### config.mk
export PLATFORM = sky130hd
export DESIGN_NAME = rgbls_ctrl
export DESIGN_NICKNAME = d
export VERILOG_FILES = /design/src/rtl/core/rgbls_pkg.sv /design/src/rtl/core/rgbls_ctrl.sv
export SDC_FILE = /design/constraint.sdc
export NUM_CORES = 1
export LEC_CHECK = 0
export BUFFER_PORTS_ARGS = -buffer_cell sky130_fd_sc_hd__clkbuf_2
export CORE_AREA = 3 3 40 42
export CTS_BUF_LIST = sky130_fd_sc_hd__clkbuf_8 sky130_fd_sc_hd__clkbuf_16
export DETAILED_ROUTE_END_ITERATION = 10
export DIE_AREA = 0 0 43 45
export GPL_ROUTABILITY_DRIVEN = 0
export PLACE_DENSITY = 0.34
export SLEW_MARGIN = 20
export SYNTH_ARGS = -nofsm -noshare
export SYNTH_HDL_FRONTEND = slang
export SYNTH_SLANG_ARGS = --single-unit
### constraint.sdc
create_clock -name aclk -period 1.74 [get_ports aclk]
set_clock_uncertainty 0.2 [all_clocks]
set_input_delay 0.261 -clock aclk [delete_from_list [all_inputs] [get_ports aclk]]
set_output_delay 0.261 -clock aclk [all_outputs]
set_load 0.005 [all_outputs]
### src/rtl/core/rgbls_pkg.sv
// shared types, constants and colour scaling for the led strip serialiser
package rgbls_pkg;

    localparam int MAX_PIXELS_DEF = 1024;
    localparam int BITS_PER_BYTE  = 8;
    localparam int WORD_BITS      = 3 * BITS_PER_BYTE;
    localparam int BIT_PTR_W      = $clog2(WORD_BITS);
    localparam int APB_ADDR_W     = 5;
    localparam int APB_DATA_W     = 32;

    localparam logic [15:0] LATCH_SAT = 16'hFFFF;

    // register indexes on the configuration port
    localparam logic [2:0] REG_PIXEL_COUNT = 3'd0;
    localparam logic [2:0] REG_BRIGHTNESS  = 3'd1;
    localparam logic [2:0] REG_ONE_HIGH    = 3'd2;
    localparam logic [2:0] REG_ZERO_HIGH   = 3'd3;
    localparam logic [2:0] REG_BIT_PERIOD  = 3'd4;
    localparam logic [2:0] REG_LATCH_TICKS = 3'd5;

    typedef enum logic [1:0] {
        MODE_TICK  = 2'd0,
        MODE_WRITE = 2'd1,
        MODE_FILL  = 2'd2,
        MODE_START = 2'd3
    } mode_t;

    typedef enum logic [1:0] {
        PH_IDLE = 2'd0,
        PH_WAIT = 2'd1,
        PH_SEND = 2'd2
    } phase_t;

    typedef enum logic [1:0] {
        CTL_CLEAR = 2'd0,
        CTL_RUN   = 2'd1,
        CTL_FILL  = 2'd2
    } ctl_state_t;

    typedef struct packed {
        logic [10:0] pixel_count;
        logic [7:0]  brightness_level;
        logic [7:0]  one_high_ticks;
        logic [7:0]  zero_high_ticks;
        logic [7:0]  bit_period_ticks;
        logic [15:0] latch_ticks;
    } cfg_t;

    typedef struct packed {
        logic exec;        // item accepted this cycle, result register loads
        logic sweep_step;  // write one store entry of the clear or fill sweep
    } ctl_cmd_t;

    typedef struct packed {
        logic fill_go;     // current item is a fill that walks the store
        logic sweep_done;  // sweep address is on its last entry
    } ctl_sts_t;

    function automatic logic [7:0] scale_ch(input logic [7:0] c, input logic [7:0] lvl);
        logic [16:0] prod;
        prod = {9'd0, c} * ({9'd0, lvl} + 17'd1);
        return prod[15:8];
    endfunction

endpackage

### src/rtl/core/rgbls_ctrl.sv
// controller: handshakes, result valid and the clear and fill sweeps
module rgbls_ctrl
    import rgbls_pkg::*;
(
    input  logic     aclk,
    input  logic     aresetn,
    input  logic     s_valid,
    output logic     s_ready,
    output logic     m_valid,
    input  logic     m_ready,
    input  ctl_sts_t sts,
    output ctl_cmd_t cmd
);

    ctl_state_t state_reg;
    ctl_state_t state_next;
    logic       m_valid_reg;
    logic       m_valid_next;
    logic       exec;

    assign m_valid = m_valid_reg;

    always_comb begin
        s_ready        = 1'b0;
        state_next     = state_reg;
        cmd.sweep_step = 1'b0;
        unique case (state_reg)
            CTL_CLEAR: begin
                cmd.sweep_step = 1'b1;
                if (sts.sweep_done) begin
                    state_next = CTL_RUN;
                end
            end
            CTL_RUN: begin
                // a waiting result may leave in the same cycle as the next item enters
                s_ready = !m_valid_reg || m_ready;
                if (s_valid && s_ready && sts.fill_go) begin
                    state_next = CTL_FILL;
                end
            end
            CTL_FILL: begin
                cmd.sweep_step = 1'b1;
                if (sts.sweep_done) begin
                    state_next = CTL_RUN;
                end
            end
            default: state_next = CTL_CLEAR;
        endcase
        exec     = s_valid && s_ready;
        cmd.exec = exec;
        if (exec) begin
            m_valid_next = 1'b1;
        end else if (m_ready) begin
            m_valid_next = 1'b0;
        end else begin
            m_valid_next = m_valid_reg;
        end
    end

    always_ff @(posedge aclk) begin
        if (!aresetn) begin
            state_reg   <= CTL_CLEAR;
            m_valid_reg <= 1'b0;
        end else begin
            state_reg   <= state_next;
            m_valid_reg <= m_valid_next;
        end
    end

endmodule

=== Word level (Yosys, flattened, before mapping) ===
Cells that the tools add are included.

* Equal/unequal tests: 4
* Muxes and demuxes: 7
* Reduce and logical (&&, ||, !) cells: 9

{| class="wikitable"
|+ Operators with widths
! kind !! count
|-
| $mux 1 || 4
|-
| $mux 2 || 2
|-
| $pmux 2 s2 || 1
|-
| $logic_and 1x1->1 || 3
|-
| $eq 2x1->1 const B || 1
|-
| $eq 2x2->1 const B || 1
|-
| $logic_not 2->1 || 1
|-
| $ne 2x1->1 const B || 1
|-
| $ne 2x2->1 const B || 1
|-
| $reduce_and 2->1 || 1
|-
| $reduce_bool 2->1 || 1
|-
| $reduce_or 2->1 || 1
|-
| $logic_not 1->1 || 1
|-
| $logic_or 1x1->1 || 1
|}

* Register bits: 3
* Input port bits: 6
* Output and inout port bits: 4

=== Longest topological paths before layout ===
Gate-level depths: netlist (run 1).

* Depth after elaboration: 6
* Gate-level depth with buffers: 3

=== Least setup slack after synthesis (run 1) ===
Ideal clock, no wire load.

* Path type: reg2out
* Start point: register state_reg[1]
* End point: output port cmd[1] (netlist bit)
* Arrival: 818 ps
* Path slack: 461 ps
* Stages on the path, launching flop included: 4
* Buffers on the path: 1
* Cell sequence: dfxtp_1 > and2b_1 > and3_2 > buf_4

* Word-level cells in the longest chain between the ends: 3

{| class="wikitable"
|+ Ends and longest elaborated chain
! item !! line !! source
|-
| from (decl) || rgbls_ctrl.sv:15 || <nowiki>ctl_state_t state_reg;</nowiki>
|-
| from (signal assigned) || rgbls_ctrl.sv:65 || <nowiki>state_reg <= state_next;</nowiki>
|-
| $eq 2x1->1 || rgbls_ctrl.sv:27 || <nowiki>unique case (state_reg)</nowiki>
|-
| $mux 1 || rgbls_ctrl.sv:27 ||
|-
| $logic_and 1x1->1 || rgbls_ctrl.sv:49 || <nowiki>exec = s_valid && s_ready;</nowiki>
|-
| to (decl) || rgbls_ctrl.sv:12 || <nowiki>output ctl_cmd_t cmd</nowiki>
|}

Every way passes these cells.

==> flow_summary.toml, run 1 <==
[clocking]
post_cts_resized = 0
h-tree-depth = 1
clk_pin_slew_worst_paths_ps = 30
ctsRootBufferMaster = "clkbuf_8"
cts_buffer_depth = 2
cts_sinks = 3
cts_setup_buffers = 0
tritoncts = "built"
clock_latency_ps = 220
numCtsBuffers = 3
postCtsHoldBufs = 0

[logic_synthesis]
synth_area_um2 = 173
yosysWarnings = 0
synth_nets = 24
ys_seq_area_frac = 0.348
syn_inst = 18
avgSynthCellArea_um2 = 9.59
ys_types = 14
ys_ff_latch = 3

[route]
drc = 0
drt_iter0_markers = 2
dr_total_vias = 161
drt-total-wl_um = 391
avgViaCountPerCell = 3.66
ant_nets = 0
drtPass1Iterations = 2
wl_per_cell_um = 8.89

[global_routing]
grt_max_degree = 6
overflow = 0
antenna_found_initial = 0
grt_pass1_vias = 164
grt.total_usage = 0.0524
grt_pass1_wl_um = 621

[pwr]
ir_drop_mv = 0.269
swShare = 0.208
p_clk_frac = 0.638
power_frac_seq = 0.248
static-leakage-power_nw = 0.132
combPwrFrac = 0.114
p_int_w = 0.000245
power.density_nw_per_um2 = 1160
power_switching_w = 0.0000644

[critical_path]
worstSetupStartpointType = "register"
cp.required_ps = 1280
cpMaxStageDelayCell = "dfxtp_1"
cpLargestDelayFamily = "simple AND/OR/NAND/NOR gates"
crit_chain = "and2b_1 -> and3_2 -> clkbuf_2"
end_kind = "output pin"
criticalPathCategory = "register to output pin"
worst-path-buf-inv = 1
crit_arrival_ps = 1060
max_stage_delay_ps = 310
crit_fanout = 5

[sta]
slew_viol_final = 0
rsz0062_at_grt = "no"
finalSetupTns_ps = 0
hold_viol = 0
relSlewSlack = 0.888
setup_viol_count_final = 0
max_freq_mhz = 656
worstMarginPinSlew_ps = 166
fin_crit_ps = 1520
finalCritPeriodShare = 0.876

[floorplanning]
initial_core_util = 0.134
core-area_um2 = 1280
ios = 10
die_y_um = 45
dieArea_um2 = 1940
fp.dieW_um = 43
rows = 13

[finish]
seq_area_um2 = 60.1
final_util = 0.207
fill_cells = 149
num_antenna_cells = 0
layout_common_cells = "clkbuf_2 (9), clkbuf_8 (3), dfxtp_1 (3), inv_1 (2), nand2_1 (2)"
largest_register_ffs = 2
final_nets = 36
final_common_cell = "clkbuf_2"
drive_gt1_frac = 0.586
syn2layout_area_growth_pct = 54.3
multi_input_area_um2 = 93.8

[job]
drv_cap = 0

[place]
port_buffers = 9
place.detailed.hpwl_um = 321

[run_status]
status = "completed"

[worst_hold_path]
worstHoldPathType = "primary input to register"
==> layout make-up <==
class,instances,area share
multi-input combinational,12,0.352
sequential,3,0.225
timing repair buffer,9,0.169
clock buffer,3,0.155
tap,15,0.0704
clock inverter,1,0.0141
inverter,1,0.0141
==> worst register-to-register path, cell delays in order, from the launching register on <==
cell and delay (ps):
dfxtp_1 360, nand2b_4 70, and3_4 180, a31o_1 200
==> per-layer routing <==
| layer | vias up | wire length, um | GRT usage |
|---|---|---|---|
| met5 | - | 0 | 0 |
| met4 | 0 | 26 | 0.108 |
| met3 | 4 | 37 | 0.0319 |
| met2 | 5 | 208 | 0.0719 |
| met1 | 70 | 118 | 0.0312 |
| li1 | 82 | - | - |
==> power by group through the flow <==
stage / Sequential [W] / Clock, W / Combinational [W]
final: 0.0000767 / 0.000197 / 0.0000353
after detailed placement: 0.0000777 / 0 / 0.0000363
after global routing: 0.0000772 / 0.000205 / 0.0000397
after global placement: 0.0000776 / 0 / 0.0000360
after floorplan: 0.0000774 / 0 / 0.0000242
after CTS: 0.0000767 / 0.000203 / 0.0000364
==> cells in the mapped netlist <==
master	instances	area share
o21ai_0	1	0.029
nand2_1	2	0.043
nand2b_4	1	0.080
inv_1	1	0.022
and3_4	1	0.065
and2b_1	1	0.043
dfxtp_1	3	0.35
and4bb_2	1	0.072
a31o_1	1	0.051
buf_4	2	0.087
nand3_1	1	0.029
and3_2	1	0.043
a21boi_0	1	0.043
and2_2	1	0.043
==> cells by family (layout without fill, tap and decap cells) <==
kind of cell	Yosys count	after routing	synth area share
simple gates	9	9	0.420
compound gates	3	3	0.123
flops	3	3	0.348
buf+inv	3	14	0.109
==> per-stage QoR <==
step | setup WS, ps | hold slack, ps | area (um2) | cells | total power, W
floorplan | 461 | 195 | 173 | 18 | 0.000102
global route | 165 | 146 | 267 | 44 | 0.000321
global placement | 447 | 325 | 221 | 40 | 0.000114
CTS | 204 | 113 | 267 | 44 | 0.000316
finish | 216 | 109 | 267 | 44 | 0.000309
detailed placement | 438 | 329 | 221 | 40 | 0.000114
==> final timing paths <==
| path | startpoint | end | slack (ps) | cells past startpoint |
|---|---|---|---|---|
| worst max-delay path | state_reg[1] | cmd[1] | 220 | 3 |
| worst max register to register | m_valid | state_reg[1] | 630 | 3 |
| worst min register to register | m_valid | m_valid | 320 | 2 |
| worst min-delay path | sts[0] | state_reg[0] | 110 | 3 |
No activity file was read; power rests on OpenSTA's default activity.
==> run 2, diff against run 1 <==
--- a/config.mk
+++ b/config.mk
@@ -8,6 +8,6 @@
 export BUFFER_PORTS_ARGS = -buffer_cell sky130_fd_sc_hd__clkbuf_2
-export CORE_AREA = 3 3 40 42
+export CORE_AREA = 5 5 42 44
 export CTS_BUF_LIST = sky130_fd_sc_hd__clkbuf_8 sky130_fd_sc_hd__clkbuf_16
 export DETAILED_ROUTE_END_ITERATION = 10
-export DIE_AREA = 0 0 43 45
+export DIE_AREA = 0 0 47 49
 export GPL_ROUTABILITY_DRIVEN = 0
==> constraint.sdc (replaced) <==
create_clock -name aclk -period 1.74 [get_ports aclk]
set_clock_uncertainty 0.2 [all_clocks]
set_input_delay 0.348 -clock aclk [delete_from_list [all_inputs] [get_ports aclk]]
set_output_delay 0.348 -clock aclk [all_outputs]
set_load 0.005 [all_outputs]
==> run 2 against run 1 <==
Effect of this change: via count increased by 1.9%; total power increased by 0.26%; flip-flop and latch count unchanged; critical path depth unchanged; global-route usage decreased by 0.74 points; final cell count increased by 2.3%; die area increased by 19%; clock power about the same; sequential power about the same; first-iteration DRC count decreased by 100%; critical path type unchanged; highest routed layer is now met3.
==> flow_summary.toml, run 2 (synthesized netlist as in run 1, its figures left out) <==
[clocking]
post_cts_resized = 0
clock_latency_ps = 220
tritoncts = "built"
cts_sinks = 3
h-tree-depth = 1
postCtsHoldBufs = 0
numCtsBuffers = 3
cts_setup_buffers = 0
cts_buffer_depth = 2
clk_pin_slew_worst_paths_ps = 30
ctsRootBufferMaster = "clkbuf_8"

[pwr]
ir_drop_mv = 0.481
static-leakage-power_nw = 0.132
power.density_nw_per_um2 = 1160

[route]
drc = 0
drt_iter0_markers = 0
avgViaCountPerCell = 3.64
drtPass1Iterations = 1
wl_per_cell_um = 8.96
ant_nets = 0
dr_total_vias = 164
drt-total-wl_um = 403

[global_routing]
overflow = 0
grt_pass1_vias = 178
antenna_found_initial = 0
grt_pass1_wl_um = 696
grt.total_usage = 0.0450
grt_max_degree = 6

[finish]
layout_common_cells = "clkbuf_2 (9), clkbuf_8 (3), dfxtp_1 (3), inv_1 (2), nand2_1 (2)"
drive_gt1_frac = 0.586
syn2layout_area_growth_pct = 55.1
largest_register_ffs = 2
final_common_cell = "clkbuf_2"
final_nets = 36
num_antenna_cells = 0

[critical_path]
end_kind = "output pin"
cp.required_ps = 1190
r2r_end = "state_reg[1]"
cpLargestDelayFamily = "simple AND/OR/NAND/NOR gates"
worstReg2RegStart = "m_valid"
crit_fanout = 5
crit_chain = "and2b_1 -> and3_2 -> clkbuf_2"
worst-path-buf-inv = 1
cpMaxStageDelayCell = "dfxtp_1"
max_stage_delay_ps = 310
crit_arrival_ps = 1070
worstSetupStartpointType = "register"
criticalPathCategory = "register to output pin"
reg2regPathDepth = 3
r2r_setup_slack_ps = 620

[sta]
max_freq_mhz = 617
slew_viol_final = 0
rsz0062_at_grt = "no"
worstMarginPinSlew_ps = 142
relSlewSlack = 0.905
hold_viol = 0
finalCritPeriodShare = 0.931
setup_ws_ps = 120
fin_crit_ps = 1620
setup_viol_count_final = 0
finalSetupTns_ps = 0

[floorplanning]
fp.dieW_um = 47
ios = 10
dieArea_um2 = 2300
rows = 14
die_y_um = 49
core-area_um2 = 1400
initial_core_util = 0.123

[worst_hold_path]
hp-start = "sts[0]"
worstHoldPathType = "primary input to register"
whs_path_depth = 3
hold_end = "state_reg[0]"

[place]
post-place-ws_ps = 329
port_buffers = 9
place.detailed.hpwl_um = 322

[job]
drv_cap = 0

[run_status]
status = "completed"
-- run 2: metal layers --
metal	vias up	part of all wire	track usage
met5	-	0	0
met4	0	0	0
met3	0	0.17	0.0590
met2	13	0.35	0.0543
met1	70	0.48	0.0525
li1	81	-	-
-- run 2: tightest hold or removal path, delay by kind of cell --
family | cells | cell delay (ps)
buffers and inverters | 1 | 90
AOI/OAI and AO/OA | 1 | 60
and+or+nand+nor | 1 | 60
-- run 2: worst max-delay path by stage --
stage | from | to | slack, ps | cells after the start
after detailed placement | m_ready | cmd[1] | 330 | 4
final | state_reg[1] | cmd[1] | 120 | 3
after CTS | state_reg[1] | cmd[1] | 100 | 3
after global routing | state_reg[1] | cmd[1] | 50 | 3
after floorplan | state_reg[1] | cmd[1] | 370 | 3
after global placement | m_ready | cmd[1] | 330 | 4
-- run 2: area by class of cell --
type | count | area [um2]
inverter | 1 | 3.75
sequential | 3 | 60.1
fill | 160 | 1130
timing repair buffer | 9 | 45.0
clock inverter | 1 | 3.75
clock buffer | 3 | 41.3
multi-input combinational | 12 | 93.8
tap | 16 | 20.0
-- run 2: per-stage QoR --
stage	instances	utilization	total power [W]	hold WS [ps]	cell area (um2)
6_report	45	0.191	0.000310	183	268
5_1_grt	45	0.191	0.000329	206	268
4_1_cts	45	0.191	0.000316	184	268
3_5_place_dp	41	0.159	0.000114	320	223
3_3_place_gp	41	0.159	0.000113	307	223
2_1_floorplan	18	-	0.000102	282	173
-- run 2: power breakdown --
| part | leakage (nW) | internal, W | switching [W] |
|---|---|---|---|
| sequential | 0.0246 | 0.0000739 | 0.00000287 |
| clock | 0.0269 | 0.000150 | 0.0000468 |
| combinational | 0.0801 | 0.0000205 | 0.0000154 |
