==> src/rtl/core/rgbls_pkg.sv <==
// shared types, constants and colour scaling for the led strip serialiser
package rgbls_pkg;

    localparam int MAX_PIXELS_DEF = 1024;
    localparam int BITS_PER_BYTE  = 8;
    localparam int WORD_BITS      = 3 * BITS_PER_BYTE;
    localparam int BIT_PTR_W      = $clog2(WORD_BITS);
    localparam int APB_ADDR_W     = 5;
    localparam int APB_DATA_W     = 32;

    localparam logic [15:0] LATCH_SAT = 16'hFFFF;

    // register indexes on the configuration port
    localparam logic [2:0] REG_PIXEL_COUNT = 3'd0;
    localparam logic [2:0] REG_BRIGHTNESS  = 3'd1;
    localparam logic [2:0] REG_ONE_HIGH    = 3'd2;
    localparam logic [2:0] REG_ZERO_HIGH   = 3'd3;
    localparam logic [2:0] REG_BIT_PERIOD  = 3'd4;
    localparam logic [2:0] REG_LATCH_TICKS = 3'd5;

    typedef enum logic [1:0] {
        MODE_TICK  = 2'd0,
        MODE_WRITE = 2'd1,
        MODE_FILL  = 2'd2,
        MODE_START = 2'd3
    } mode_t;

    typedef enum logic [1:0] {
        PH_IDLE = 2'd0,
        PH_WAIT = 2'd1,
        PH_SEND = 2'd2
    } phase_t;

    typedef enum logic [1:0] {
        CTL_CLEAR = 2'd0,
        CTL_RUN   = 2'd1,
        CTL_FILL  = 2'd2
    } ctl_state_t;

    typedef struct packed {
        logic [10:0] pixel_count;
        logic [7:0]  brightness_level;
        logic [7:0]  one_high_ticks;
        logic [7:0]  zero_high_ticks;
        logic [7:0]  bit_period_ticks;
        logic [15:0] latch_ticks;
    } cfg_t;

    typedef struct packed {
        logic exec;        // item accepted this cycle, result register loads
        logic sweep_step;  // write one store entry of the clear or fill sweep
    } ctl_cmd_t;

    typedef struct packed {
        logic fill_go;     // current item is a fill that walks the store
        logic sweep_done;  // sweep address is on its last entry
    } ctl_sts_t;

    function automatic logic [7:0] scale_ch(input logic [7:0] c, input logic [7:0] lvl);
        logic [16:0] prod;
        prod = {9'd0, c} * ({9'd0, lvl} + 17'd1);
        return prod[15:8];
    endfunction

endpackage

==> src/rtl/core/rgbls_regs.sv <==
// configuration register file behind the apb port
module rgbls_regs
    import rgbls_pkg::*;
(
    input  logic                  aclk,
    input  logic                  aresetn,
    input  logic                  psel,
    input  logic                  penable,
    input  logic                  pwrite,
    input  logic [APB_ADDR_W-1:0] paddr,
    input  logic [APB_DATA_W-1:0] pwdata,
    output logic [APB_DATA_W-1:0] prdata,
    output logic                  pready,
    output cfg_t                  cfg
);

    cfg_t       cfg_reg;
    cfg_t       cfg_next;
    logic [2:0] reg_idx;
    logic       wr_en;

    assign reg_idx = paddr[4:2];
    assign pready  = 1'b1;
    assign wr_en   = psel && penable && pwrite;
    assign cfg     = cfg_reg;

    always_comb begin
        cfg_next = cfg_reg;
        if (wr_en) begin
            case (reg_idx)
                REG_PIXEL_COUNT: cfg_next.pixel_count      = pwdata[10:0];
                REG_BRIGHTNESS:  cfg_next.brightness_level = pwdata[7:0];
                REG_ONE_HIGH:    cfg_next.one_high_ticks   = pwdata[7:0];
                REG_ZERO_HIGH:   cfg_next.zero_high_ticks  = pwdata[7:0];
                REG_BIT_PERIOD:  cfg_next.bit_period_ticks = pwdata[7:0];
                REG_LATCH_TICKS: cfg_next.latch_ticks      = pwdata[15:0];
                default: ;
            endcase
        end
    end

    always_comb begin
        case (reg_idx)
            REG_PIXEL_COUNT: prdata = {21'd0, cfg_reg.pixel_count};
            REG_BRIGHTNESS:  prdata = {24'd0, cfg_reg.brightness_level};
            REG_ONE_HIGH:    prdata = {24'd0, cfg_reg.one_high_ticks};
            REG_ZERO_HIGH:   prdata = {24'd0, cfg_reg.zero_high_ticks};
            REG_BIT_PERIOD:  prdata = {24'd0, cfg_reg.bit_period_ticks};
            REG_LATCH_TICKS: prdata = {16'd0, cfg_reg.latch_ticks};
            default:         prdata = '0;
        endcase
    end

    always_ff @(posedge aclk) begin
        if (!aresetn) begin
            cfg_reg.pixel_count      <= 11'd0;
            cfg_reg.brightness_level <= 8'd255;
            cfg_reg.one_high_ticks   <= 8'd13;
            cfg_reg.zero_high_ticks  <= 8'd8;
            cfg_reg.bit_period_ticks <= 8'd21;
            cfg_reg.latch_ticks      <= 16'd800;
        end else begin
            cfg_reg <= cfg_next;
        end
    end

endmodule

==> config.mk <==
export PLATFORM = sky130hd
export DESIGN_NAME = rgbls_regs
export DESIGN_NICKNAME = d
export VERILOG_FILES = /design/src/rtl/core/rgbls_pkg.sv /design/src/rtl/core/rgbls_regs.sv
export SDC_FILE = /design/constraint.sdc
export NUM_CORES = 1
export LEC_CHECK = 0
export CORE_UTILIZATION = 50
export DETAILED_ROUTE_END_ITERATION = 12
export DONT_BUFFER_PORTS = 1
export GPL_TIMING_DRIVEN = 0
export PLACE_DENSITY = 0.72
export SETUP_SLACK_MARGIN = 0.3
export SLEW_MARGIN = 20
export SYNTH_ARGS = -nofsm -noshare
export SYNTH_HDL_FRONTEND = slang
export SYNTH_SLANG_ARGS = --single-unit
==> constraint.sdc <==
create_clock -name aclk -period 2.39 [get_ports aclk]
set_clock_uncertainty 0.15 [all_clocks]
set_input_delay 0.1195 -clock aclk [delete_from_list [all_inputs] [get_ports aclk]]
set_output_delay 0.1195 -clock aclk [all_outputs]
set_load 0.01 [all_outputs]
## Word level (Yosys, flattened, before mapping)

Cells that the tools add are included.

- Flip-flop bits (word level): 59
- Word-level logic and storage cells: 21
- Bits of input ports: 42
- Output and inout bits: 92

- Reduce and logical (&&, ||, !) cells: 9
- Mux-type cells: 1
- Equal/unequal tests: 5

Operator list:

| kind | count |
|---|---|
| 16-bit one-hot mux with 6 select lines | 1 |
| 2-bit AND reduction | 6 |
| 3-bit by 2-bit == test with 1-bit output (second input constant) | 2 |
| 3-bit == test (second input constant) | 2 |
| 3-bit by 1-bit == test with 1-bit output (second input constant) | 1 |
| 3-bit logical NOT | 1 |
| 1-bit logical AND | 2 |

## Longest topological paths before layout

Gate-level depths: netlist of run 1.

- Depth in word-level cells: 3
- Mapped depth: 6
- Gate-level depth less buffers: 3

## Worst setup path before layout of run 1

No wires, ideal clock.

- Kind: input to output
- Start point: in paddr[2]
- End point: out prdata[0]
- Arrival: 1.125 ns
- Stages: 5
- Slack: 0.995 ns
- Required time: 2.121 ns
- Buffers on the path: 3
- Cells stage by stage: buf_2 buf_2 buf_2 mux2i_1 o221ai_1

- Word-level cells in the longest chain between the ends: 2
- Elaborated cells on any way between the ends: 7
- Those cells by class: eq/ne (5); mux (1); reduce/logical (1)

RTL lines:

| what | line | source |
|---|---|---|
| from (decl) | rgbls_regs.sv:10 | `input logic [APB_ADDR_W-1:0] paddr,` |
| 3-bit == test, or another cell as far along | rgbls_regs.sv:43 | `case (reg_idx)` |
| 16-bit one-hot mux with 6 select lines * | rgbls_regs.sv:43 |  |
| to (decl) | rgbls_regs.sv:12 | `output logic [APB_DATA_W-1:0] prdata,` |

Mark *: on every way between the ends. The rest lies on a longest branch, timed or not.

## Final worst setup path of run 1

- Start point: in paddr[2]
- End point: out prdata[2]

The elaborated chain is that of the path after synthesis.

==> results of run 1 <==
## stage by stage
stage / setup WS (ns) / cell area (µm²)
6_report: 0.424 / 3460
5_1_grt: 0.371 / 3460
4_1_cts: 0.484 / 3460
3_5_place_dp: 0.540 / 3040
3_3_place_gp: 0.541 / 3040
2_1_floorplan: 0.995 / 2950
## worst min-delay path by stage
stage | startpoint | end | slack, ns | depth (start not counted)
after floorplan | pwdata[8] | cfg[56] | 0.11 | 2
after global placement | pwdata[8] | cfg[56] | 0.11 | 2
after detailed placement | pwdata[9] | cfg[57] | 0.12 | 2
after CTS | paddr[3] | cfg[8] | 0.000007 | 2
after global routing | pwrite | cfg[48] | 0.002 | 3
final | paddr[3] | cfg[8] | 0.001 | 2
## metal layers
layer | global-route usage (%) | wire, µm | share of wire, %
met2 | 48.9 | 4230 | 47
met4 | 12.2 | 255 | 2.8
met5 | 0 | 0 | 0
met1 | 35.1 | 3370 | 38
met3 | 12.4 | 1100 | 12
## placed cells by master (no fill, tap or decap), types with 2 or more instances in the layout
| master | netlist | final |
|---|---|---|
| nor2_1 | 13 | 13 |
| a22oi_1 | 8 | 8 |
| nand3_1 | 9 | 9 |
| o311ai_0 | 2 | 2 |
| mux2i_1 | 62 | 62 |
| nand2_1 | 61 | 61 |
| conb_1 | 2 | 17 |
| o21ai_0 | 9 | 9 |
| clkbuf_1 | 14 | 15 |
| mux2_2 | 8 | 8 |
| buf_4 | 17 | 17 |
| a211o_1 | 4 | 4 |
| and3_1 | 5 | 5 |
| buf_6 | 2 | 2 |
| nor2_4 | 2 | 2 |
| dfxtp_1 | 59 | 59 |
| nand2b_1 | 2 | 2 |
| buf_2 | 7 | 7 |
| or3_1 | 5 | 5 |
| dlygate4sd3_1 | 0 | 21 |
| a21oi_1 | 3 | 3 |
| inv_1 | 3 | 3 |
| o221ai_1 | 4 | 4 |
| nor4b_1 | 4 | 4 |
| nor2b_1 | 3 | 3 |
| clkbuf_8 | 0 | 13 |
## critical path: stages
cell	delay, ns
buf_2	0.16
buf_2	0.24
nor3b_1	0.69
a22oi_1	0.23
o21ai_0	0.25
## cell usage after synthesis (5+ instances only)
cell type / instances
and3_1: 5
buf_4: 17
mux2_2: 8
dfxtp_1: 59
or3_1: 5
nor2_1: 13
nand3_1: 9
nand2_1: 61
clkbuf_1: 14
o21ai_0: 9
buf_2: 7
mux2i_1: 62
a22oi_1: 8
## timing repair
action                                 in CTS  in global routing
hold buffers                               21                  0
endpoints found under the hold margin      57                  0
setup endpoints to repair                   0                  0
## area by class of cell
type                            instances  area, µm²
Multi-Input combinational cell        227       1520
Fill cell                             498       2080
Timing Repair Buffer                   21        210
Clock buffer                           14        183
Buffer                                 40        238
Clock inverter                          1       30.0
Inverter                                3       11.3
Sequential cell                        59       1180
Tap cell                               72       90.1
## cell families (layout without fill, tap and decap cells)
group	Yosys count	count (layout)
other	2	17
buffers and inverters	43	79
DFF	59	59
and+or+nand+nor	110	110
AOI/OAI and AO/OA	30	30
muxes	70	70
## power breakdown
| group | internal (W) | switching [W] |
|---|---|---|
| Clock | 0.000591 | 0.000390 |
| Sequential | 0.000991 | 0.0000120 |
| Combinational | 0.0000874 | 0.000137 |
==> results.md, run 1 <==
- The run finished with clean final reports.
- The repair_antennas step left the layout with diodes totalling 0.
- The first-pass GRT wire length is between 10000 and 15000 µm.
- dfxtp_1 takes more of the synthesized area than any other cell.
- The synthesized netlist devotes roughly 7% of its cell area to compound gates.
- The required time of the worst setup path is between 2 and 2.5 ns.
- The xor-xnor portion of the synthesized cell area is 0%.
- The wire-length estimate of the detail-placed layout is between 5000 and 6000 µm.
- In this run the number of H-tree levels came out at 3.
- The number of flops mapped to enable cells by yosys is 0.
- The analysis attributes to cell leakage a power of 1.46 nW.
- The launch instance of the worst register-to-register path is cfg[20].
- The distinct cell type count of the synthesized netlist is 30.
- At the end of the flow the core is filled with cells to 62.5%.
- The clock net sink count is 59.
- The share of the cycle needed by the critical path after routing is around 82%.
- The largest voltage drop on the vdd net is 0.000431 V.
- After detailed routing, the number of vias per cell comes to a little under 6.
- In this run the post-CTS setup repair buffer count came out at 0.
- The number of nets in the layout is around 400.
- Counting flops and latches in the post-synthesis netlist gives 59.
- The endpoint type of the worst setup path is an output port.
- The endpoint of the worst setup timing path is prdata[2].
- The basic-gate share of the synthesized area counting and, or, nand and nor cells is around a fifth.
- The wire length reported by the detailed router is roughly 9000 µm.
- The area growth from synthesis to layout is 19.7%.
- No sink is reached through more buffers than the 2 on the longest clock path.
- Summed over all failing endpoints, the final setup total negative slack is 0 ns.
- Measured along the x axis, the die boundary spans roughly 78 µm.
- Setup violations remaining at the end of the flow were counted as 0.
- Cells with a size suffix above 1 make up ~15% of the layout.
- In this run, the number of DRC markers left after iteration 0 of detailed routing was 223.
- In this run the power density over the cells is about 640 nW/µm².
- Global routing finished with a remaining overflow of 0.
- The worst endpoint data arrival time is approximately 1.7 ns.
- The first element of the critical path is paddr[2].
- The hold violation total from the final report was 0.
- The source-to-sink clock delay at the later pin of the worst-skew pair is ~0.34 ns.
- In this run the mean area of a mapped cell was around 9.2 µm².
- The critical path in this run is classified as in2out.
- The site row count is 27.
- The global routing usage summed across all routing layers is 30.1%.
- The shortest clock period the worst path allows after layout is 1.97 ns.
- The clock tree from TritonCTS is built.
- The area of the die is 6100 µm².
- The starting density of the core is 52.3%.
- The pre-antenna-repair detailed-routing pass consisted of 5 iterations.
- The most instantiated flip-flop cell in the synthesis netlist is dfxtp_1.
- The kind of launch point of the worst setup path is a primary input.
- The register area share after synthesis is between 40% and 50%.
- The worst-margin pin slew is ~0.80 ns.
- The post-synthesis mux area share is 24.5%.
- The number of pins exceeding their max-slew limit in the final report is 0.
- The slack of the worst reg-to-reg path is roughly 0.94 ns.
- The master cell of the clock root buffer is clkbuf_8.
- The initial antenna violation count was 0.
- The timing-limited maximum frequency is 509 MHz.
- Of the post-synthesis cell area, the dominant cell type holds between 40% and 50%.
- The highest fanout seen on the critical path is 10.
- The die is around 80 µm tall.
- The via count of the first global-routing pass is roughly 2600.
- The clock transition at the register clock pins on the worst setup and hold paths after CTS is roughly 0.060 ns.
- between 100 and 150 I/O pins were placed.
- The worst hold path belongs to the class in2reg.
- In this run the tightest slew margin relative to its limit is between 40% and 50%.
- The endpoint identified for the worst register-to-register timing path is cfg[20].
- At the end of routability-driven placement, the weighted congestion stood at between 0.7 and 0.8.
- The detailed-route DRC error count is 0.
- After synthesis, the largest family of logic cells by area is multiplexers.
- The area of the placeable core is approximately 5500 µm².
- Once layout is complete, the cells apart from fillers number around 440.
- The instance count after placement with tap cells included is around 400.
- The number of buffers inserted by port buffering is 0.
- The via total after detailed routing is 2577.
- In the synthesized netlist, the number of instances is ~310.
- The worst register-to-register path has a depth of 3.
- In the post-synthesis netlist, the biggest area contributors are dfxtp_1, mux2i_1, nand2_1.
- The maximum number of pins on one net before global-route repair is 11.
- The post-synthesis adder-cell area fraction is 0%.
- Setup repair after global routing left no endpoint under its margin.
- For this run, the number of Yosys warnings is 0.
- The mean routed wirelength per cell is roughly 20 µm.
- Hold timing on the final database bottoms out at a slack of between 0.001 and 0.0015 ns.
- The number of flip-flops in the largest register is slightly below 60.
- After layout, the design draws a total of ~0.0022 W.
- The number of clock buffers added by TritonCTS is 9.
- The area of the mapped netlist is between 2000 and 3000 µm².
- Post-CTS repair changed the size of 0 cells.
- The post-detailed-route count of antenna-violating nets is 0.
- Across the run, the number of max-cap violations was 0.
- The fraction of synthesis flops using an asynchronous set or reset pin is 0%.
(Power assumes the default switching activity.)
==> run 2: changes to the inputs <==
--- a/config.mk
+++ b/config.mk
@@ -5,11 +5,12 @@
 export SDC_FILE = /design/constraint.sdc
 export NUM_CORES = 1
 export LEC_CHECK = 0
+export ABC_AREA = 1
 export CORE_UTILIZATION = 50
 export DETAILED_ROUTE_END_ITERATION = 12
 export DONT_BUFFER_PORTS = 1
 export GPL_TIMING_DRIVEN = 0
-export PLACE_DENSITY = 0.72
+export PLACE_DENSITY = 0.75
 export SETUP_SLACK_MARGIN = 0.3
 export SLEW_MARGIN = 20
 export SYNTH_ARGS = -nofsm -noshare
==> constraint.sdc (replaced) <==
create_clock -name aclk -period 1.8 [get_ports aclk]
set_clock_uncertainty 0.15 [all_clocks]
set_input_delay 0.09 -clock aclk [delete_from_list [all_inputs] [get_ports aclk]]
set_output_delay 0.09 -clock aclk [all_outputs]
set_load 0.01 [all_outputs]
==> results.md, run 2 <==
- The share of the cycle needed by the critical path after routing is approximately 80%.
- At the worst endpoint, the required time is 1.56 ns.
- The type of the most critical hold path is in2reg.
- Setup repair after global routing left no endpoint under its margin.
- Entering global routing, the biggest net connects 11 pins.
- The fraction of layout instances using a drive strength above 1 is around an eighth.
- Global routing consumed, over all layers together, between 20 and 30% of the routing resources.
- For this run, the post-layout net count is ~570.
- The finished layout holds a little over 600 standard cells, fillers aside.
- The per-instance average area after synthesis is around 6.4 µm².
- The wire length reported by the detailed router is roughly 9200 µm.
- The remaining global-route overflow is 0.
- The library cell occupying the most area in the post-synthesis netlist is dfxtp_1.
- For this run, the number of Yosys warnings is 0.
- The flow ran to the end, and the final reports show no timing, DRC or antenna violations.
- The worst endpoint data arrival time is 1.20 ns.
- In the final layout, flip-flops and latches occupy between 1000 and 1500 µm².
- The distinct cell type count of the synthesized netlist is 20.
- The flop and latch count out of synthesis is 59.
- The first detailed-routing pass took 5 iterations.
- The first global-routing pass estimated about 14000 µm of wire.
- The endpoint type of the worst setup path is an output port.
- From synthesis to final layout, the design area changed by 21.7%.
- The synthesized design contains 0 enable-type register cells.
- Sorting the synthesized cells by area gives the leading types as dfxtp_1, nand2_1, nor2_1.
- The hold violation total from the final report was 0.
- The die width is around 80 µm.
- At the pin with the least slew margin, the transition time is approximately 0.67 ns.
- The number of inserted filler cells in the final layout is approximately 570.
- The static leakage is 1.78 nW.
- After clock tree synthesis, the clock-pin slew on the worst setup and hold paths is 0.07 ns.
- Port buffering added 0 buffers.
- In the layout the commonest cells are nand2_1, nor2_1, nand3_1, dfxtp_1, inv_1.
- The register with the most flip-flops in the layout has 59 of them.
- The detailed-route DRC error count is 0.
- The starting density of the core is between 50% and 60%.
- The number of antenna cells inserted is 0.
- The power density relative to cell area is about 900 nW/µm².
- The area of the multi-input gates is approximately 1500 µm².
- The capturing point of the worst reg2reg path is cfg[24].
- The post-route worst hold slack is about 0.02 ns.
- The H-tree depth is 3.
- Tracing the worst setup path back leads to its startpoint at cfg[4].
- The slack of the worst reg-to-reg path is roughly 0.95 ns.
- The core region is just under 6000 µm².
- The area of the mapped netlist is 3040 µm².
- Measured in cells, the most critical reg-to-reg path has a length of 2.
- Across the VDD grid, the largest voltage drop is 0.000515 V.
- In the synthesized netlist the dominant register cell turns out to be dfxtp_1.
- The initial antenna violation count came to 0.
- The count of nets left with antenna violations once routing finished came out at 0.
- Including well taps, the total number of placed cells is 566.
- The highest fanout seen on the critical path is 3.
- The via count of the first global-routing pass is 2843.
- The via total after detailed routing is between 3000 and 4000.
- The launch instance of the worst register-to-register path is cfg[24].
- The die is roughly 80 µm tall.
- The post-CTS setup repair buffer count is 0.
- Leaving out fill and tap cells, the most frequent cell in the layout is nand2_1.
- The per-cell via count in the routed design is 5.15.
- The first routing iteration left between 200 and 250 violations.
- The worst setup path is launched from a flop.
- The register area share after synthesis is about two fifths.
- The final weighted congestion of routability-driven global placement is around 0.95.
- between 100 and 150 I/O pins were placed.
- The number of clock buffers inserted by TritonCTS is 9.
- The commonest cells after synthesis are nand2_1, nor2_1, dfxtp_1, nand3_1, inv_1.
- The synthesized netlist cell count is between 400 and 500.
- Summed over all nets, the half-perimeter wirelength after detailed placement is about 6600 µm.
- The clock tree from TritonCTS is built.
- The source-to-sink clock delay at the later pin of the worst-skew pair is ~0.34 ns.
- Dividing the detail-routed wire length by the instance count gives about 15 µm.
- The number of pins exceeding their max-slew limit in the final report was 0.
- The worst-case clock buffer depth is 2.
- In this run the core area contains 28 standard-cell rows.
- Measured against its own limit, the worst slew margin works out to between 50% and 60%.
- The master cell of the clock root buffer is clkbuf_8.
- The fraction of synthesis flops using an asynchronous set or reset pin is 0%.
- Max-cap violations in this run came to 0.
- In the post-synthesis netlist, the cell with the most instances is nand2_1.
- After layout, the minimum clock period comes to roughly 1.4 ns.
- The setup violation total in the final timing report is 0.
- The post-route total power is approximately 0.0033 W.
- The die covers around 6400 µm².
- The top cell type by area accounts for ~39% of the synthesized area.
- The summed negative setup slack over all endpoints is 0 ns.
- For this run, the share of the core covered by cells in the final layout is 62.9%.
- The clock net sink count is a little under 60.
- The timing-limited maximum frequency is 694 MHz.
- The endpoint of the worst setup timing path is prdata[4].
- The type of the worst setup path is reg2out.
-- run 2: through the flow --
| stage | setup WS, ns | instance area (µm²) |
|---|---|---|
| 6_report | 0.359 | 3700 |
| 5_1_grt | 0.301 | 3700 |
| 4_1_cts | 0.325 | 3700 |
| 3_5_place_dp | 0.361 | 3190 |
| 3_3_place_gp | 0.371 | 3190 |
| 2_1_floorplan | 0.656 | 3100 |
-- run 2: what timing repair did --
action / 4_1_cts / 5_1_grt
setup endpoints to repair: 0 / 2
hold buffers: 23 / 0
resized for setup: 0 / 3
hold endpoints to repair: 58 / 0
-- run 2: routing by layer --
layer  GRT usage (%)  share of wire (%)  vias to the layer above
met4            14.1                3.1                        0
met2            45.9                 45                      156
met5               0                  0                        -
li1                -                  -                     1545
met1            35.0                 41                     1391
met3            12.3                 12                       25
-- run 2: critical path: stages, from the launching register on --
cell	delay, ns
dfxtp_1	0.36
nand4_1	0.12
nand2_1	0.08
nor2_2	0.17
nand2_1	0.13
-- run 2: how the worst min path moves through the flow --
| stage | cells past startpoint | endpoint | from |
|---|---|---|---|
| 2_1_floorplan | 2 | cfg[32] | pwdata[0] |
| 3_3_place_gp | 2 | cfg[5] | pwdata[5] |
| 3_5_place_dp | 2 | cfg[18] | pwdata[2] |
| 4_1_cts | 6 | cfg[32] | paddr[4] |
| 5_1_grt | 6 | cfg[35] | paddr[4] |
| 6_report | 6 | cfg[35] | paddr[4] |
-- run 2: kinds of logic after synthesis --
kind of cell	Yosys count	synth area share [%]
and+or+nand+nor	322	45.2
buffers and inverters	81	13.8
DFF	59	38.8
AOI/OAI and AO/OA	12	1.97
other	2	0.247
-- run 2: area by class of cell --
type,count,area share [%]
plain buffers,44,7.60
repair buffers,23,6.22
clock buffers,12,4.19
multi-input cells,351,40.5
clock inverters,4,3.24
inverters,37,3.75
flip-flops and latches,59,31.9
well taps,75,2.53
-- run 2: power breakdown --
part / internal, W / switching, W / total [W]
logic: 0.000117 / 0.000211 / 0.000328
registers: 0.00132 / 0.0000256 / 0.00135
clock network: 0.00114 / 0.000533 / 0.00167
total: 0.00258 / 0.000769 / 0.00335
==> run 3: changes to the inputs <==
==> constraint.sdc (replaced) <==
create_clock -name aclk -period 1.3 [get_ports aclk]
set_clock_uncertainty 0.15 [all_clocks]
set_input_delay 0.065 -clock aclk [delete_from_list [all_inputs] [get_ports aclk]]
set_output_delay 0.065 -clock aclk [all_outputs]
set_load 0.01 [all_outputs]
==> results.md, run 3 (same netlist as run 2, synthesis figures left out) <==
- The flow ran to the end, but the final reports show violations.
- The final reports fail on hold timing, setup timing.
- The maximum number of pins on one net before global-route repair is 11.
- The count of pins on the block boundary is 134.
- STA classifies the critical path endpoint as an output port.
- The per-cell via count in the routed design is between 5 and 6.
- The first global-routing pass estimated 14900 µm of wire.
- The largest voltage drop on the vdd net is approximately 0.0006 V.
- In this run the worst setup path begins at cfg[4].
- The number of buffers added to fix hold violations after cts is 16.
- The worst-margin pin slew is 0.606 ns.
- The number of detailed-route iterations in the first pass is 5.
- The die covers between 6000 and 7000 µm².
- The die span in y is 80.0 µm.
- The worst-case clock buffer depth is 2.
- The initial antenna violation count is 0.
- TritonCTS built the clock tree.
- The repair_antennas step left the layout with diodes totalling 0.
- The starting density of the core is between 50% and 60%.
- The power density relative to cell area is about 1000 nW/µm².
- For hold timing, the worst endpoint is cfg[5].
- Based on the critical path, the design can be clocked at up to ~760 MHz.
- The final weighted congestion of routability-driven global placement is ~0.90.
- The detailed-route DRC error count is 0.
- The master cell of the clock root buffer is clkbuf_8.
- After floorplanning, the core was divided into 28 placement rows.
- The source-to-sink clock delay at the later pin of the worst-skew pair is approximately 0.34 ns.
- The number of nets in the layout is between 500 and 600.
- The number of buffers inserted by port buffering is 0.
- The max-capacitance violation count is 0.
- Along the worst path, the maximum fanout reaches 3.
- The post-route worst hold slack is -0.187 ns.
- The kind of launch point of the worst setup path is a flop.
- The design area is about 4000 µm².
- Setup violations remaining at the end of the flow were counted as 2.
- Headroom to the max-slew limit came out at approximately three fifths.
- For this block, the initial DRC count from the detailed router was between 300 and 400.
- The analysis attributes to cell leakage a power of approximately 1.8 nW.
- The final critical-path setup slack is -0.0127 ns.
- The slack of the worst reg-to-reg path is between 0.4 and 0.5 ns.
- Detailed placement finished with a half-perimeter wire length of ~6500 µm.
- The min-delay analysis places its worst path in the category in2reg.
- The hold violation total from the final report is 4.
- The capturing point of the worst reg2reg path is cfg[8].
- The area of the placeable core is ~6000 µm².
- In this run the most critical hold path is launched from paddr[2].
- The worst endpoint data arrival time is between 1 and 1.5 ns.
- The via count of the first global-routing pass was around 3100.
- The number of pins exceeding their max-slew limit in the final report is 0.
- The routed layout has 3278 vias.
- The critical path is of the reg2out type.
- The shortest clock period the worst path allows after layout is between 1 and 1.5 ns.
- The top cell types in the final layout, fill and taps aside, are nand2_1, nor2_1, nand3_1.
- The clock net sink count is 59.
- The mean routed wirelength per cell is 16.3 µm.
- Setup repair after global routing could not meet its margin everywhere.
- For the final routed database, the setup TNS stands at -0.0161 ns.
- The share of the cycle needed by the critical path after routing is 101%.
- The logic depth of the worst register-to-register path is 2.
- Leaving out fill and tap cells, the most frequent cell in the layout is nand2_1.
- The floorplan step set the die width to 80.0 µm.
- The register with the most flip-flops in the layout has between 50 and 60 of them.
- The launch instance of the worst register-to-register path is cfg[8].
- The number of clock buffers inserted by TritonCTS is 9.
- Summed over all layers, the routed wires come to around 9700 µm.
- The post-CTS setup repair buffer count is 0.
- The required time of the worst setup path is roughly 1.1 ns.
- For this run, the share of the core covered by cells in the final layout is 66.8%.
- The fraction of layout instances using a drive strength above 1 is 30.1%.
- Clock-pin slew was measured on the worst setup and hold paths at roughly 0.07 ns.
- The H-tree generated during clock tree synthesis spans 3 levels.
- The worst hold path passes through 3 cells.
- After global routing the overflow that remains totals 0.
- Global routing consumed, over all layers together, 31.0% of the routing resources.
- The placed instance area is around 3300 µm².
- The area growth from synthesis to layout is 29.2%.
- The post-detailed-route count of antenna-violating nets is 0.
[run 3: cell count changes in the layout (fill, tap and decap cells not counted), moves of 11 or more]
| cell | change |
|---|---|
| dfxtp_1 | -44 |
| inv_1 | -11 |
| dfxtp_4 | +24 |
| nand2_1 | -11 |
| dfxtp_2 | +20 |
| nor2_1 | -12 |
[run 3: final cells by class]
| cell class | count | area, µm² |
|---|---|---|
| well taps | 75 | 93.8 |
| fillers | 508 | 1960 |
| clock inverters | 2 | 35.0 |
| clock buffers | 13 | 159 |
| repair buffers | 16 | 160 |
| flip-flops and latches | 59 | 1300 |
| plain buffers | 44 | 335 |
| inverters | 37 | 156 |
| multi-input cells | 351 | 1690 |
[run 3: power by group]
group	leakage, nW	total, W	switching (W)	internal, W
clock network	0.0995	0.00170	0.000724	0.000978
logic	1.18	0.000500	0.000317	0.000183
registers	0.496	0.00183	0.0000369	0.00179
[run 3: worst max-delay path, stage by stage, from the launching register on]
cell and delay, ns:
dfxtp_2 0.35, nand4_1 0.10, nand2_1 0.08, nor2_2 0.13
nand2_2 0.09
[run 3: metal layers]
| layer | track usage [%] | part of all wire [%] | vias to the layer above | wire [µm] |
|---|---|---|---|---|
| met1 | 34.4 | 37 | 1516 | 3610 |
| met3 | 9.71 | 11 | 34 | 1050 |
| met5 | 0 | 0 | - | 0 |
| li1 | - | - | 1545 | - |
| met2 | 51.0 | 49 | 183 | 4730 |
| met4 | 20.0 | 3.4 | 0 | 330 |
[run 3: what timing repair did]
item / CTS / global route
setup endpoints to repair: 16 / 20
resized for setup: 106 / 25
pin swaps: 28 / 4
endpoints found under the hold margin: 59 / 3
[run 3: worst max-delay path by stage]
stage	slack, ns	depth (start not counted)	end
detailed placement	0.09	7	cfg[47]
global placement	0.11	7	cfg[46]
floorplan	0.28	5	prdata[10]
global route	-0.07	4	prdata[6]
finish	-0.01	4	prdata[4]
CTS	-0.02	4	prdata[7]
[run 3: per-stage QoR]
step,instances,power (W),worst slack [ns]
global route,597,0.00416,-0.0742
CTS,597,0.00400,-0.0195
finish,597,0.00403,-0.0127
global placement,566,0.00231,0.108
detailed placement,566,0.00232,0.0946
floorplan,491,0.00223,0.277
